**src/hw/rtl/mpid_pkg.sv**
```systemverilog
// ----------------------------------------------------------------------------
// mpid_pkg
// Shared types, codes and saturation helpers for the multichannel PID unit.
// ----------------------------------------------------------------------------
package mpid_pkg;

    localparam int DATA_W = 32;
    localparam int PROD_W = 2 * DATA_W;
    // Gains are Q8.24, so a gain*value product carries 24 extra fraction bits.
    localparam int FRAC_W = 24;
    localparam int TERM_W = PROD_W - FRAC_W;
    localparam int SUM_W  = TERM_W + 2;

    localparam logic [DATA_W-1:0] ONE_Q16 = 32'h0001_0000;
    localparam logic [DATA_W-1:0] MAX_Q16 = 32'h7fff_ffff;
    localparam logic [DATA_W-1:0] MIN_Q16 = 32'h8000_0000;

    typedef enum logic [1:0] {
        OP_SAMPLE = 2'd0,
        OP_WRITE  = 2'd1,
        OP_CLEAR  = 2'd2
    } t_op;

    typedef enum logic [2:0] {
        SEL_KP     = 3'd0,
        SEL_KI     = 3'd1,
        SEL_KD     = 3'd2,
        SEL_LOW    = 3'd3,
        SEL_HIGH   = 3'd4,
        SEL_TARGET = 3'd5
    } t_sel;

    // One accepted input word.
    typedef struct packed {
        logic [1:0]               op;
        logic [2:0]               ch;
        logic [2:0]               sel;
        logic signed [DATA_W-1:0] value;
    } t_item;

    // Operands handed from the channel state stage to the multiply stage.
    typedef struct packed {
        logic [2:0]               ch;
        logic signed [DATA_W-1:0] kp;
        logic signed [DATA_W-1:0] ki;
        logic signed [DATA_W-1:0] kd;
        logic signed [DATA_W-1:0] err;
        logic signed [DATA_W-1:0] integ;
        logic signed [DATA_W-1:0] diff;
        logic                     sat;
    } t_ops;

    // Saturate a 33-bit two's complement sum to 32 bits.
    function automatic logic [DATA_W-1:0] sat33(input logic [DATA_W:0] v);
        if (v[DATA_W] != v[DATA_W-1]) begin
            return v[DATA_W] ? MIN_Q16 : MAX_Q16;
        end
        return v[DATA_W-1:0];
    endfunction

    function automatic logic ovf33(input logic [DATA_W:0] v);
        return v[DATA_W] != v[DATA_W-1];
    endfunction

endpackage

```
**src/hw/rtl/mpid_chan_state.sv**
```systemverilog
// ----------------------------------------------------------------------------
// mpid_chan_state
// Per-channel coefficient and integrator state with the error, clamp and
// difference logic of the first stage.
// ----------------------------------------------------------------------------
module mpid_chan_state #(
    parameter int NUM_CHANNELS = 8
) (
    input  logic            i_clk,
    input  logic            i_rst_n,
    input  mpid_pkg::t_item i_item,
    input  logic            i_fire,
    output mpid_pkg::t_ops  o_ops,
    output logic            o_is_result
);
    import mpid_pkg::*;

    localparam int IDX_W = (NUM_CHANNELS > 1) ? $clog2(NUM_CHANNELS) : 1;

    logic signed [DATA_W-1:0] r_kp     [NUM_CHANNELS];
    logic signed [DATA_W-1:0] r_ki     [NUM_CHANNELS];
    logic signed [DATA_W-1:0] r_kd     [NUM_CHANNELS];
    logic signed [DATA_W-1:0] r_low    [NUM_CHANNELS];
    logic signed [DATA_W-1:0] r_high   [NUM_CHANNELS];
    logic signed [DATA_W-1:0] r_target [NUM_CHANNELS];
    logic signed [DATA_W-1:0] r_integ  [NUM_CHANNELS];
    logic signed [DATA_W-1:0] r_last   [NUM_CHANNELS];

    logic [IDX_W-1:0]         w_idx;
    logic                     w_in_range;
    logic [DATA_W:0]          w_err_raw;
    logic [DATA_W:0]          w_isum_raw;
    logic [DATA_W:0]          w_diff_raw;
    logic signed [DATA_W-1:0] w_err;
    logic signed [DATA_W-1:0] w_isum;
    logic signed [DATA_W-1:0] w_lo_clamp;
    logic signed [DATA_W-1:0] w_integ;
    logic signed [DATA_W-1:0] w_diff;
    logic signed [DATA_W-1:0] w_low;
    logic signed [DATA_W-1:0] w_high;

    assign w_idx      = IDX_W'(i_item.ch);
    assign w_in_range = (9'(i_item.ch) < 9'(NUM_CHANNELS));
    assign w_low      = r_low[w_idx];
    assign w_high     = r_high[w_idx];

    always_comb begin
        w_err_raw  = {r_target[w_idx][DATA_W-1], r_target[w_idx]}
                   - {i_item.value[DATA_W-1], i_item.value};
        w_err      = sat33(w_err_raw);
        w_isum_raw = {r_integ[w_idx][DATA_W-1], r_integ[w_idx]} + {w_err[DATA_W-1], w_err};
        w_isum     = sat33(w_isum_raw);
        // Anti-windup: low limit first, then high limit wins.
        w_lo_clamp = (w_isum < w_low) ? w_low : w_isum;
        w_integ    = (w_lo_clamp > w_high) ? w_high : w_lo_clamp;
        w_diff_raw = {w_err[DATA_W-1], w_err} - {r_last[w_idx][DATA_W-1], r_last[w_idx]};
        w_diff     = sat33(w_diff_raw);
    end

    always_comb begin
        o_ops.ch    = i_item.ch;
        o_ops.kp    = r_kp[w_idx];
        o_ops.ki    = r_ki[w_idx];
        o_ops.kd    = r_kd[w_idx];
        o_ops.err   = w_err;
        o_ops.integ = w_integ;
        o_ops.diff  = w_diff;
        o_ops.sat   = ovf33(w_err_raw) | ovf33(w_isum_raw) | ovf33(w_diff_raw);
    end

    assign o_is_result = (i_item.op == OP_SAMPLE) && w_in_range;

    always_ff @(posedge i_clk) begin
        if (!i_rst_n) begin
            for (int i = 0; i < NUM_CHANNELS; i++) begin
                r_kp[i]     <= '0;
                r_ki[i]     <= '0;
                r_kd[i]     <= '0;
                r_low[i]    <= '0;
                r_high[i]   <= ONE_Q16;
                r_target[i] <= '0;
                r_integ[i]  <= '0;
                r_last[i]   <= '0;
            end
        end else if (i_fire) begin
            if (i_item.op == OP_CLEAR) begin
                for (int i = 0; i < NUM_CHANNELS; i++) begin
                    r_integ[i] <= '0;
                    r_last[i]  <= '0;
                end
            end else if (w_in_range && i_item.op == OP_WRITE) begin
                unique case (i_item.sel)
                    SEL_KP:     r_kp[w_idx]     <= i_item.value;
                    SEL_KI:     r_ki[w_idx]     <= i_item.value;
                    SEL_KD:     r_kd[w_idx]     <= i_item.value;
                    SEL_LOW:    r_low[w_idx]    <= i_item.value;
                    SEL_HIGH:   r_high[w_idx]   <= i_item.value;
                    SEL_TARGET: r_target[w_idx] <= i_item.value;
                    default: begin
                    end
                endcase
            end else if (w_in_range && i_item.op == OP_SAMPLE) begin
                r_integ[w_idx] <= w_integ;
                r_last[w_idx]  <= w_err;
            end
        end
    end

    // A clear leaves the first channel's integrator and last error at zero.
    a_clear_zeroes: assert property (@(posedge i_clk) disable iff (!i_rst_n)
        $past(i_rst_n && i_fire && i_item.op == OP_CLEAR)
            |-> (r_integ[0] == '0) && (r_last[0] == '0))
        else $error("integrator state not cleared");

    // With ordered limits the clamped integral stays between them.
    a_integ_in_limits: assert property (@(posedge i_clk) disable iff (!i_rst_n)
        (o_is_result && (w_low <= w_high))
            |-> ((w_integ >= w_low) && (w_integ <= w_high)))
        else $error("clamped integral outside its limits");

    // A sample stores its error as the channel's last error.
    a_last_error: assert property (@(posedge i_clk) disable iff (!i_rst_n)
        $past(i_rst_n && i_fire && o_is_result)
            |-> (r_last[$past(w_idx)] == $past(w_err)))
        else $error("last error not stored");

endmodule

```
**config.mk**
```make
export PLATFORM = sky130hd
export DESIGN_NAME = mpid_chan_state
export DESIGN_NICKNAME = d
export VERILOG_FILES = /design/src/hw/rtl/mpid_pkg.sv /design/src/hw/rtl/mpid_chan_state.sv
export SDC_FILE = /design/constraint.sdc
export NUM_CORES = 2
export LEC_CHECK = 0
export BUFFER_PORTS_ARGS = -buffer_cell sky130_fd_sc_hd__buf_2
export CAP_MARGIN = 20
export CORE_MARGIN = 4
export CORE_UTILIZATION = 41
export CTS_BUF_LIST = sky130_fd_sc_hd__clkbuf_8
export CTS_CLUSTER_DIAMETER = 120
export CTS_CLUSTER_SIZE = 14
export DETAILED_ROUTE_END_ITERATION = 8
export MAX_ROUTING_LAYER = met4
export PLACE_DENSITY_LB_ADDON = 0.08
export SLEW_MARGIN = 20
export SYNTH_ARGS = -nofsm -noshare
export SYNTH_HDL_FRONTEND = slang
export SYNTH_SLANG_ARGS = --single-unit
```
**constraint.sdc**
```tcl
create_clock -name i_clk -period 28.1 [get_ports i_clk]
set_input_delay 5.62 -clock i_clk [delete_from_list [all_inputs] [get_ports i_clk]]
set_output_delay 5.62 -clock i_clk [all_outputs]
set_load 0.005 [all_outputs]
```
# After elaboration in Yosys (flattened, before gate mapping)
# Memory sizes are Yosys's and may differ from the RTL's.
# Cells that the tools add are included.
[word_totals] register_bits=0 latch_bits=0 ram_bits=2048 romBits=0 in_bits=43 out_inout_bits=197 wordCells=152 mem_count=8
[classes] add_sub_neg=3 n_mul=0 div=0 magnitude_cmp=2 n_eq_ne=10 shift=0 muxes=101 n_bitwise=18 reduce_logical=10
[mem_list] name="r_high" words=8 width=32 read_ports=1 rd_ports_with_merged_regs=0 wr=8 line_no="mpid_chan_state.sv:24" source="logic signed [DATA_W-1:0] r_high [NUM_CHANNELS];"
[mem_list] name="r_integ" words=8 width=32 read_ports=1 rd_ports_with_merged_regs=0 wr=8 line_no="mpid_chan_state.sv:26" source="logic signed [DATA_W-1:0] r_integ [NUM_CHANNELS];"
[mem_list] name="r_kd" words=8 width=32 read_ports=1 rd_ports_with_merged_regs=0 wr=8 line_no="mpid_chan_state.sv:22" source="logic signed [DATA_W-1:0] r_kd [NUM_CHANNELS];"
[mem_list] name="r_ki" words=8 width=32 read_ports=1 rd_ports_with_merged_regs=0 wr=8 line_no="mpid_chan_state.sv:21" source="logic signed [DATA_W-1:0] r_ki [NUM_CHANNELS];"
[mem_list] name="r_kp" words=8 width=32 read_ports=1 rd_ports_with_merged_regs=0 wr=8 line_no="mpid_chan_state.sv:20" source="logic signed [DATA_W-1:0] r_kp [NUM_CHANNELS];"
[mem_list] name="r_last" words=8 width=32 read_ports=1 rd_ports_with_merged_regs=0 wr=8 line_no="mpid_chan_state.sv:27" source="logic signed [DATA_W-1:0] r_last [NUM_CHANNELS];"
[mem_list] name="+2 memories"
[op_table] cell="$mux 32" n=35
[op_table] cell="$reduce_or 32->1" n=8
[op_table] cell="$sub 32x32->33" n=2
[op_table] cell="$mux 1" n=58
[op_table] cell="$add 32x32->33" n=1
[op_table] cell="$gt 32x32->1" n=1
[op_table] cell="$lt 32x32->1" n=1
[op_table] cell="$mux 3" n=8
[op_table] cell="$or 1x1->1" n=18
[op_table] cell="$eq 3x2->1 const B" n=2
[op_table] cell="$eq 3x3->1 const B" n=2
[op_table] cell="$eq 3x1->1 const B" n=1
[op_table] cell="$logic_not 3->1" n=1
[op_table] cell="$ne 1x1->1" n=3
[op_table] cell="$eq 2x1->1 const B" n=1
[op_table] cell="$eq 2x2->1 const B" n=1
[op_table] cell="$logic_not 2->1" n=1

# Logic depth before layout (Yosys ltp)
# An unclocked memory read counts as a cell.
[depth] ltp_word=14 depth_mapped=73 mapped_depth_nobuf=56

# Worst setup path before layout
# OpenSTA, ideal clock, no wires.
[synth_timing] path_type="input-to-output" from="input port i_item[37] (netlist name)" to="output port o_ops[34] (netlist name)" arrival_ps=19738 required_time_ps=22480 slack_ps=2742 cell_stages=68 path_buffers=17 path_cell_list="buf_2 clkbuf_1 and2_1 clkbuf_1 buf_1 clkbuf_1 clkbuf_1 clkbuf_1 a22oi_1 nand4_1 ha_1 clkbuf_1 o21a_1 o21ai_0 a21oi_1 nand4_1 a21o_1 a2111oi_2 [... 32 more ...] a21o_1 o211ai_2 buf_6 buf_6 buf_8 o21ai_4 inv_1 ha_1 a21o_1 a211oi_1 nor2_1 nor4_1 or2_2 a31oi_1 nand2_1 buf_1 mux2i_2 inv_1"
[synth_lines] element="start, declared" line_no="mpid_chan_state.sv:11" source="input mpid_pkg::t_item i_item,"
[synth_lines] element="end, declared" line_no="mpid_chan_state.sv:13" source="output mpid_pkg::t_ops o_ops,"

==> impl_metrics.py <==
metrics = {
    "grt": {
        "grt_pass1_vias": 66100,
        "grt_overflow_total": 0,
        "grt_antenna_before_repair": 24,
        "grt.total_usage_pct": 31.1,
        "pin_count_of_the_biggest_net_entering_global_routing": 111,
        "grt_first_pass_wirelength_mm": 516,
    },
    "synth": {
        "synth.largest_area_cell": "edfxtp_1",
        "yosys.cell_count.top_type": "edfxtp_1",
        "ys_seq_area_share_pct": 66.0,
        "synth.cells.most_frequent": "edfxtp_1 (2048), nor3_1 (1620), clkbuf_1 (741)",
        "ys_async_sr_fraction_pct": 0,
        "synth-edff-count": 2048,
        "synth_simple_gate_area_share_pct": 14.4,
        "synthTopCellsByArea": "edfxtp_1 (66%), nor3_1 (8.7%), a22oi_1 (5.6%), clkbuf_1 (3.0%), ha_1 (2.2%)",
        "yosysUniqueCellTypes": 89,
        "synth_adder_area_share_pct": 2.35,
        "syn_avg_cell_area_sq_um": 12.3,
        "synthesis.instances": 7589,
        "synth_top_area_share_pct": 66.0,
        "synth.area.mux_share_pct": 0.390,
        "syn_area_sq_um": 93100,
        "postSynthNetCount": 7797,
        "synth-xor-area-share_pct": 0.640,
        "synth_seq_cells": 2048,
        "synth_compound_gate_area_share_pct": 12.0,
        "synth_warnings": 0,
        "combinational_family_with_the_most_area_after_synthesis": "simple AND/OR/NAND/NOR gates",
        "ys.flop_type": "edfxtp_1",
    },
    "placed_design": {
        "detailed_place_hpwl_mm": 207,
        "io_buffers": 239,
        "placed_area_sq_um": 97700,
        "gp_congestion": 0.950,
    },
    "power_and_ir_drop": {
        "p_int_mw": 6.21,
        "power.ir.vdd_worst_mv": 0.331,
        "p_switching_mw": 6.48,
        "switching_share_pct": 51.0,
        "seq_power_share_pct": 28.1,
        "pwr-share-clk_pct": 12.2,
        "power.combinational.fraction_pct": 59.7,
        "leakage_nw": 32.1,
        "cellPowerDensity_nw_per_um2": 127,
        "pwr_total_mw": 12.7,
    },
    "layout": {
        "design.final.nets": 7593,
        "number_of_fill_cells": 20900,
        "areaGrowthSynthToFinish_pct": 7.59,
        "final_layout_size_suffix_gt1_share_pct": 11.9,
        "fin_area_sq_um": 100000,
    },
    "sta": {
        "hold_slack_ns": 1.13,
        "finalHoldViolCount": 0,
        "rsz_0062_raised_after_global_routing": "true",
        "setup_viol": 0,
        "clock-skew-final_ns": 0.0480,
        "max_freq_mhz": 36.3,
        "slew_violations": 0,
        "relSlewSlack_pct": 22.0,
        "finalWorstPathRequiredPeriod_ns": 27.56,
        "worst_pin_slew_ns": 1.16,
        "timing.final.crit_share_pct": 98.1,
    },
    "floorplanning": {
        "cell_rows": 174,
        "fp.dieH_um": 485,
        "design.core.area_sq_um": 225000,
        "dieArea_sq_um": 235000,
        "die-width_um": 485,
        "floorplan.io_pins": 240,
        "floorplan.initialDensity_pct": 41.3,
    },
    "critical_path": {
        "timing.critical_path.to_type": "output port",
        "cp_num_cells": 60,
        "critical_path.slowest_cell": "and3b_4",
        "worst-path-buf-inv": 15,
        "worstPathMaxFanout": 31,
        "crit_path_start_kind": "input pin",
        "crit_type": "in2out",
        "crit_family": "compound AO/OA/AOI/OAI gates",
        "worst-r2r-cell-count": 56,
        "crit_top_cell": "buf_4",
        "crit_arrival_ns": 21.94,
        "cp_data_required_time_ns": 22.48,
        "cpPeakStageDelay_ns": 0.84,
    },
    "clocking": {
        "cts.repair_timing.setup_buffer_count": 0,
        "clkLatencyLatePin_ns": 0.98,
        "number_of_h_tree_levels": 4,
        "hold_buffers": 0,
        "cts_clock_pin_slew_for_the_worst_setup_and_hold_paths_ns": 0.09,
        "ctsResizeCount": 0,
        "numCtsBuffers": 164,
        "cts.root.buffer_cell": "clkbuf_8",
        "clockBufferDepth": 3,
        "clock_sink_count": 2048,
        "clock_tree_from_tritoncts": "done",
    },
    "routing": {
        "drt-initial-drc-count": 9099,
        "drc": 0,
        "routed_wirelength_mm": 366,
        "avgViaCountPerCell": 6.58,
        "postRouteAntennaNets": 0,
        "route.vias.total": 68500,
        "iteration_count_of_the_initial_detailed_routing_pass": 6,
        "routed_length_per_placed_instance_um": 35.2,
    },
    "hold_path": {
        "hold_class": "reg2reg",
        "whs_path_depth": 4,
    },
    "run_status": {
        "outcome": "complete, no violations",
    },
    "flow_run": {
        "maxCapViolCount": 0,
    },
}
==> cell usage in the layout (no fill, tap or decap), types with 12 or more instances in the layout <==
cell type / synthesis / final
nor2b_1: 15 / 15
o21ai_0: 129 / 81
o21a_1: 24 / 24
a22o_1: 53 / 53
a211oi_1: 56 / 56
a21o_1: 54 / 54
diode_2: 0 / 18
or4_1: 25 / 24
o21ai_4: 5 / 53
a31oi_1: 20 / 16
mux2i_1: 21 / 21
buf_4: 6 / 236
a22oi_1: 694 / 694
ha_1: 162 / 162
nand4_1: 155 / 155
clkbuf_8: 0 / 166
nor3_1: 1620 / 1619
xor2_1: 26 / 26
or3_1: 17 / 16
a21oi_1: 108 / 101
and4_1: 14 / 14
and2_1: 28 / 26
nand3_1: 40 / 37
o21bai_1: 13 / 13
edfxtp_1: 2048 / 2048
a221oi_1: 55 / 55
nor2_1: 482 / 477
a21oi_2: 6 / 13
nand2_1: 124 / 106
buf_2: 17 / 238
nand2_4: 0 / 17
and3_1: 83 / 82
inv_2: 2 / 33
nor4_1: 39 / 28
o22ai_1: 226 / 226
nor4_2: 1 / 12
xnor2_1: 42 / 42
inv_1: 150 / 120
==> cell type report <==
type	instances	area, sq um	share of cell area (%)
Timing Repair Buffer	490	3240	3.23
Clock buffer	166	2280	2.28
Clock inverter	16	146	0.146
Tap cell	2992	3740	3.74
Sequential cell	2048	61500	61.4
Multi-Input combinational cell	4529	28700	28.6
Antenna cell	18	45.0	0.0450
Inverter	152	571	0.569
==> state kept, by name, indices dropped and copies added (netlist names) <==
| register | count |
|---|---|
| r_kp | 256 |
| r_last | 256 |
| r_target | 256 |
| r_low | 256 |
| r_kd | 256 |
| r_ki | 256 |
| r_integ | 256 |
| r_high | 256 |
==> worst paths after layout <==
kind	slack, ns	endpoint	from
setup reg to reg	12.45	r_integ[0][3]	r_target[1][17]
hold reg to reg	1.13	r_integ[7][22]	r_high[3][22]
setup / recovery	0.54	o_ops[37]	i_item[37]
hold / removal	1.13	r_integ[7][22]	r_high[3][22]
==> power groups by stage <==
stage / sequential, mW / clock (mW) / combinational [mW]
floorplan: 3.63 / 0 / 4.54
finish: 3.57 / 1.55 / 7.57
CTS: 3.57 / 1.58 / 7.47
global route: 3.58 / 1.68 / 8.09
global placement: 3.63 / 0 / 7.42
detailed placement: 3.64 / 0 / 7.45
==> per-stage QoR <==
| step | setup TNS [ns] | std cells | setup WS (ns) | util [%] |
|---|---|---|---|---|
| CTS | 0 | 10400 | 0.699 | 44.4 |
| detailed placement | 0 | 10200 | 0.790 | 43.3 |
| global route | -0.743 | 10400 | -0.125 | 44.5 |
| finish | 0 | 10400 | 0.545 | 44.5 |
| global placement | 0 | 10200 | 0.811 | 43.3 |
| floorplan | 0 | 7589 | 2.74 | - |
==> cell families after synthesis <==
family	Yosys count
flops	2048
xor+xnor	68
buf+inv	1013
compound gates	1554
mux	31
simple gates	2700
fa+ha+maj	175
==> routing by layer <==
metal	up-vias	track usage, %	routed length [um]
met4	0	6.91	9030
met2	3555	48.4	170000
met5	-	-	0
met1	35600	43.4	156000
met3	440	4.66	31300
li1	29000	-	-
==> worst reg2reg max path, delay by kind of cell (launching register included) <==
| family | cells | cell delay [ns] |
|---|---|---|
| adders and majority gates | 6 | 2.10 |
| and+or+nand+nor | 18 | 3.47 |
| xor gates and xnor gates | 1 | 0.10 |
| buffers and inverters | 11 | 2.60 |
| AOI/OAI and AO/OA | 18 | 5.81 |
| muxes | 2 | 0.89 |
| DFF | 1 | 0.37 |
(Power assumes the default switching activity.)
